### src/qat_pkg.sv
// Shared types and character constants for the quoted argument tokenizer.
// No dependencies.
`timescale 1ns / 1ps

package qat_pkg;

	typedef enum logic [2:0] {
		KIND_BYTE             = 3'd0,
		KIND_TOKEN_END        = 3'd1,
		KIND_STRING_END       = 3'd2,
		KIND_TOKEN_STRING_END = 3'd3,
		KIND_ESCAPE_ERROR     = 3'd4,
		KIND_OPEN_SINGLE      = 3'd5,
		KIND_OPEN_DOUBLE      = 3'd6
	} kind_t;

	localparam logic [7:0] CHAR_NUL       = 8'h00;
	localparam logic [7:0] CHAR_TAB       = 8'h09;
	localparam logic [7:0] CHAR_NEWLINE   = 8'h0A;
	localparam logic [7:0] CHAR_SPACE     = 8'h20;
	localparam logic [7:0] CHAR_DQUOTE    = 8'h22;
	localparam logic [7:0] CHAR_SQUOTE    = 8'h27;
	localparam logic [7:0] CHAR_BACKSLASH = 8'h5C;

	// Scanner state carried from byte to byte
	typedef struct packed {
		logic in_single;
		logic in_double;
		logic escape;
		logic content;
	} flags_t;

	// Outcome of one byte
	typedef struct packed {
		logic       emit;
		kind_t      kind;
		logic [7:0] char_out;
	} step_res_t;

endpackage

### src/qat_step.sv
// Per-byte decision logic: next scanner flags and the optional result.
// Depends on qat_pkg.
`timescale 1ns / 1ps

module qat_step (
	input  qat_pkg::flags_t    flags,
	input  logic [7:0]         char_in,
	output qat_pkg::flags_t    flags_nxt,
	output qat_pkg::step_res_t res
);

	always_comb begin
		flags_nxt    = flags;
		res.emit     = 1'b0;
		res.kind     = qat_pkg::KIND_BYTE;
		res.char_out = '0;

		if (flags.escape) begin
			if (char_in == qat_pkg::CHAR_NUL) begin
				flags_nxt = '0;
				res.emit  = 1'b1;
				res.kind  = qat_pkg::KIND_ESCAPE_ERROR;
			end else begin
				flags_nxt.escape  = 1'b0;
				flags_nxt.content = 1'b1;
				res.emit          = 1'b1;
				res.char_out      = char_in;
			end
		end else begin
			case (char_in)
				qat_pkg::CHAR_BACKSLASH: begin
					flags_nxt.escape  = 1'b1;
					flags_nxt.content = 1'b1;
				end
				qat_pkg::CHAR_SQUOTE: begin
					flags_nxt.content = 1'b1;
					if (!flags.in_double) begin
						flags_nxt.in_single = !flags.in_single;
					end else begin
						res.emit     = 1'b1;
						res.char_out = char_in;
					end
				end
				qat_pkg::CHAR_DQUOTE: begin
					flags_nxt.content = 1'b1;
					if (!flags.in_single) begin
						flags_nxt.in_double = !flags.in_double;
					end else begin
						res.emit     = 1'b1;
						res.char_out = char_in;
					end
				end
				qat_pkg::CHAR_SPACE, qat_pkg::CHAR_TAB, qat_pkg::CHAR_NEWLINE: begin
					if (flags.in_single || flags.in_double) begin
						res.emit     = 1'b1;
						res.char_out = char_in;
					end else if (flags.content) begin
						flags_nxt.content = 1'b0;
						res.emit          = 1'b1;
						res.kind          = qat_pkg::KIND_TOKEN_END;
					end
				end
				qat_pkg::CHAR_NUL: begin
					flags_nxt = '0;
					res.emit  = 1'b1;
					if (flags.in_single)
						res.kind = qat_pkg::KIND_OPEN_SINGLE;
					else if (flags.in_double)
						res.kind = qat_pkg::KIND_OPEN_DOUBLE;
					else if (flags.content)
						res.kind = qat_pkg::KIND_TOKEN_STRING_END;
					else
						res.kind = qat_pkg::KIND_STRING_END;
				end
				default: begin
					flags_nxt.content = 1'b1;
					res.emit          = 1'b1;
					res.char_out      = char_in;
				end
			endcase
		end
	end

endmodule

### src/quoted_argument_tokenizer_unit.sv
// Shell-style argument splitter: one string byte in per transfer, at most one
// result per byte. Throughput is one byte per clock while the result register
// is not stalled. A byte is held in the input register and decoded into the
// result register once that register can load; its result (if any) is then
// offered from there. The byte leaves the input register only while the result
// register can be emptied; the input register refills whenever it is empty or
// its byte moves on. Bytes are decoded against four flag bits (single quote,
// double quote, pending backslash, token has content); a zero byte ends the
// string and clears every flag. Results: kind 0 carries a literal token byte
// in char_out, kinds 1..6 mark token end, string end, combined end, trailing
// backslash, and unterminated single or double quote (char_out zero).
// Depends on qat_pkg and qat_step.
`timescale 1ns / 1ps

module quoted_argument_tokenizer_unit (
	input  logic       clk,
	input  logic       arst_n,
	// byte channel
	input  logic       char_valid,
	output logic       char_stall,
	input  logic [7:0] char_in,
	// result channel
	output logic       res_valid,
	input  logic       res_stall,
	output logic [2:0] kind,
	output logic [7:0] char_out
);

	// input register
	logic       valid_s1;
	logic [7:0] char_s1;

	// scanner flags
	qat_pkg::flags_t flags_q;
	qat_pkg::flags_t flags_nxt;

	// result register
	logic           res_valid_q;
	qat_pkg::kind_t kind_q;
	logic [7:0]     char_q;

	qat_pkg::step_res_t step;

	logic out_free;   // result register can load this cycle
	logic s1_free;    // input register can load this cycle
	logic take_s1;    // byte in s1 is consumed this cycle

	assign out_free   = !res_valid_q || !res_stall;
	assign s1_free    = !valid_s1 || out_free;
	assign take_s1    = valid_s1 && out_free;
	assign char_stall = !s1_free;

	qat_step u_step (
		.flags     (flags_q),
		.char_in   (char_s1),
		.flags_nxt (flags_nxt),
		.res       (step)
	);

	// Input register: takes a new byte whenever it is empty or the previous one moves on.
	always_ff @(posedge clk or negedge arst_n) begin
		if (!arst_n) begin
			valid_s1 <= 1'b0;
		end else if (s1_free) begin
			valid_s1 <= char_valid;
		end
	end

	always_ff @(posedge clk) begin
		if (s1_free && char_valid) begin
			char_s1 <= char_in;
		end
	end

	// Flags advance once per consumed byte, result or not.
	always_ff @(posedge clk or negedge arst_n) begin
		if (!arst_n) begin
			flags_q <= '0;
		end else if (take_s1) begin
			flags_q <= flags_nxt;
		end
	end

	// Result register: holds while stalled, reloads or empties otherwise.
	always_ff @(posedge clk or negedge arst_n) begin
		if (!arst_n) begin
			res_valid_q <= 1'b0;
		end else if (out_free) begin
			res_valid_q <= take_s1 && step.emit;
		end
	end

	always_ff @(posedge clk) begin
		if (take_s1 && step.emit) begin
			kind_q <= step.kind;
			char_q <= step.char_out;
		end
	end

	assign res_valid = res_valid_q;
	assign kind      = kind_q;
	assign char_out  = char_q;

endmodule

### config.mk
export PLATFORM = sky130hd
export DESIGN_NAME = quoted_argument_tokenizer_unit
export DESIGN_NICKNAME = d
export VERILOG_FILES = /design/src/qat_pkg.sv /design/src/qat_step.sv /design/src/quoted_argument_tokenizer_unit.sv
export SDC_FILE = /design/constraint.sdc
export NUM_CORES = 1
export LEC_CHECK = 0
export BUFFER_PORTS_ARGS = -buffer_cell sky130_fd_sc_hd__buf_4
export CAP_MARGIN = 20
export CORE_ASPECT_RATIO = 1.2
export CORE_MARGIN = 4
export CORE_UTILIZATION = 45
export DETAILED_ROUTE_END_ITERATION = 8
export MAX_ROUTING_LAYER = met4
export PLACE_DENSITY = 0.67
export SYNTH_ARGS = -nofsm -noshare
export SYNTH_HDL_FRONTEND = slang
export SYNTH_SLANG_ARGS = --single-unit
### constraint.sdc
create_clock -name clk -period 6.93 [get_ports clk]
set_input_delay 1.0395 -clock clk [delete_from_list [all_inputs] [get_ports clk]]
set_output_delay 1.0395 -clock clk [all_outputs]
set_load 0.05 [all_outputs]
==> impl_results.md <==
- Initial antenna violation count: 0
- MaxCap Viol Count: 0
- Max Clk Rate: slightly below 400 MHz
- Synthesized area: approximately 0.0012 mm^2
- Setup bufs post-CTS: 0
- First-pass GRT wire length: roughly 3500 um
- Vias in the first global route: just over 800
- Antenna-violating nets left: 0
- Initial DRC count: 18
- Total CTS buffers: 3
- Critical path class: input port to primary output
- Endpoints failing hold: 0
- Clk slew on worst S/H paths: around 120 ps
- Wirelength per Cell: around 13 um
- Total GRT Usage: 0.127
- Critical path fanouts, max: 3
- Largest net degree at the start of global routing: 15
- Number of synthesized flops with an enable pin: 19
- Grt ovf: 0
- PortBufs: 24
- Final Total Pwr: 298 uW
- H-tree Lvls: 1
- Final Util: 0.552
- Worst path most repeated cell: buf_4
- Ys flop type: edfxtp_1
- Clk_lat worst skew: approximately 320 ps
- Synth cell types: between 40 and 50
- Synth Instances: 98
- Max incr delay on CP: 180 ps
- Post-cts sizing count: 0
- Area growth, synth to finish: 15.8%
- Slew headroom: 0.466
- CTS Root Cell: clkbuf_4
- Vias per cell: 5.31
- Synth Area per Inst: roughly 13 um^2
- N_diodes: 0
- Hold_buf cts: 0
- Register area share after synthesis: 0.587
- Top-level I/O count: 25
- Routability cong.: a little over 0.8
- Status: finished clean
- Lkg Pwr: around 0.56 nW
- Post-synth ARST share: 0.240
- YS warnings: 0
- Critical-path cell list: buf_4 -> nand3_1 -> inv_1 -> buf_4
- Hold Crit Class: flip-flop to flip-flop
- Slowest CP cell: buf_4
- Worst path top cell family by delay: buffers and inverters
- Die area: approximately 0.0036 mm^2
- Layout cells sized above 1: 0.333
- Buf/Inv on CP: 3
- CTS Sinks: 25
- Max Root-Sink Buffers: 2
- Vias: approximately 810
- RSZ-0062 raised after global routing: false
- Required @ worst endpoint: slightly below 6000 ps
- FP Rows: 20
- Actual slew at the worst max-slew pin: between 700 and 800 ps
- Detailed Place HPWL: approximately 1600 um
- CTS tree: yes
- Syn nets: 110
- Die W: 55.7 um
- Residual DRC: 0
- Final #Nets: approximately 130
- Type of origin of the critical path: input port
- Initial Util: 0.477
- Setup TNS Final: 0 ps
- Number of synthesized register bits: 25
- Final wirelength: around 2000 um
- Placeable Area: approximately 0.0026 mm^2
- PwrDens: between 200 and 250 mW/mm^2
- Minimum clock period: around 2500 ps
- VDD IR-drop max: between 0.0001 and 0.00015 V
- Final setup viols: 0
- CP arrival: approximately 1500 ps
- Worst Skew: ~0.63 ps
- Drt first pass iters: 4
- Critical Path End Type: primary output
- Period utilization: 0.365
- Slew Limit Fails: 0
- Die Ht: around 65 um
==> cells in the mapped netlist (2+ instances only) <==
cell | instances | area (um^2)
o21ai_0 | 3 | 15.0
nor3_1 | 5 | 25.0
nor2_1 | 5 | 18.8
nor3_2 | 2 | 20.0
nand2_1 | 6 | 22.5
a21oi_1 | 4 | 20.0
buf_6 | 3 | 33.8
nand3_1 | 2 | 10.0
mux2i_1 | 2 | 20.0
edfxtp_1 | 19 | 571
dfrtp_1 | 6 | 150
inv_1 | 4 | 15.0
and2_1 | 8 | 50.1
==> sequential cells by signal, summed over array words and instances, names as in the netlist <==
register,count
char_out,8
char_s1,8
flags_q,4
kind,3
res_valid,1
valid_s1,1
==> routing by layer <==
metal  part of all wire  track usage  vias to the layer above
li1                   -            -                      408
met2               0.51        0.217                       25
met1               0.39        0.131                      370
met5                  0            -                        -
met4              0.040       0.0881                        0
met3              0.052       0.0236                        9
==> logic make-up after synthesis <==
logic type / share of synthesized area
XOR/XNOR: 0.00713
multiplexers: 0.0163
AND/OR/NAND/NOR: 0.200
AO/OA/AOI/OAI: 0.133
buffers and inverters: 0.0570
flip-flops: 0.587
==> where the power goes <==
group / leakage (nW) / internal, mW / switching [mW]
Sequential: 0.247 / 0.174 / 0.00737
Clock: 0.0177 / 0.0216 / 0.0415
Combinational: 0.293 / 0.0182 / 0.0356
==> final cells by class <==
class                   instances  area [um^2]
clock buffers                   3         22.5
clock inverters                 1         5.00
fillers                       222         1150
inverters                       4         15.0
multi-input cells              63          438
flip-flops and latches         25          721
well taps                      33         41.3
repair buffers                 24          180
==> worst paths after layout <==
check                              end        from  depth (start not counted)  slack, ps
setup / recovery            char_stall   res_stall                          4       4400
hold / removal             char_out[7]  char_s1[7]                          0        480
setup reg to reg           char_out[4]  char_s1[0]                          5       4460
hold reg to reg            char_out[7]  char_s1[7]                          0        480
max in group asynchronous   flags_q[3]      arst_n                          1       6330
min in group asynchronous   flags_q[1]      arst_n                          1        500
==> worst register-to-register path, cell delays in order (launching register included) <==
cell and delay [ps]:
edfxtp_1 560, xor2_1 210, a22o_2 270, and3b_1 170, o31a_2 300, nor2_1 610
==> through the flow <==
stage / worst slack, ps / std cells / area (um^2) / hold WS [ps]
2_1_floorplan: 4410 / 98 / 1230 / 499
3_3_place_gp: 4420 / 149 / 1400 / 447
3_5_place_dp: 4400 / 149 / 1400 / 451
4_1_cts: 4400 / 153 / 1420 / 482
5_1_grt: 4310 / 153 / 1420 / 476
6_report: 4400 / 153 / 1420 / 482
==> placed cells by master (no fill, tap or decap), types with 2 or more instances in the layout <==
cell type | netlist | routed
buf_4 | 1 | 24
edfxtp_1 | 19 | 19
and2_1 | 8 | 8
nand2_1 | 6 | 6
dfrtp_1 | 6 | 6
nor2_1 | 5 | 5
nor3_1 | 5 | 5
inv_1 | 4 | 4
a21oi_1 | 4 | 4
o21ai_0 | 3 | 3
clkbuf_4 | 0 | 3
nor3_2 | 2 | 2
nand3_1 | 2 | 2
mux2i_1 | 2 | 2
No activity file was read; power rests on OpenSTA's default activity.
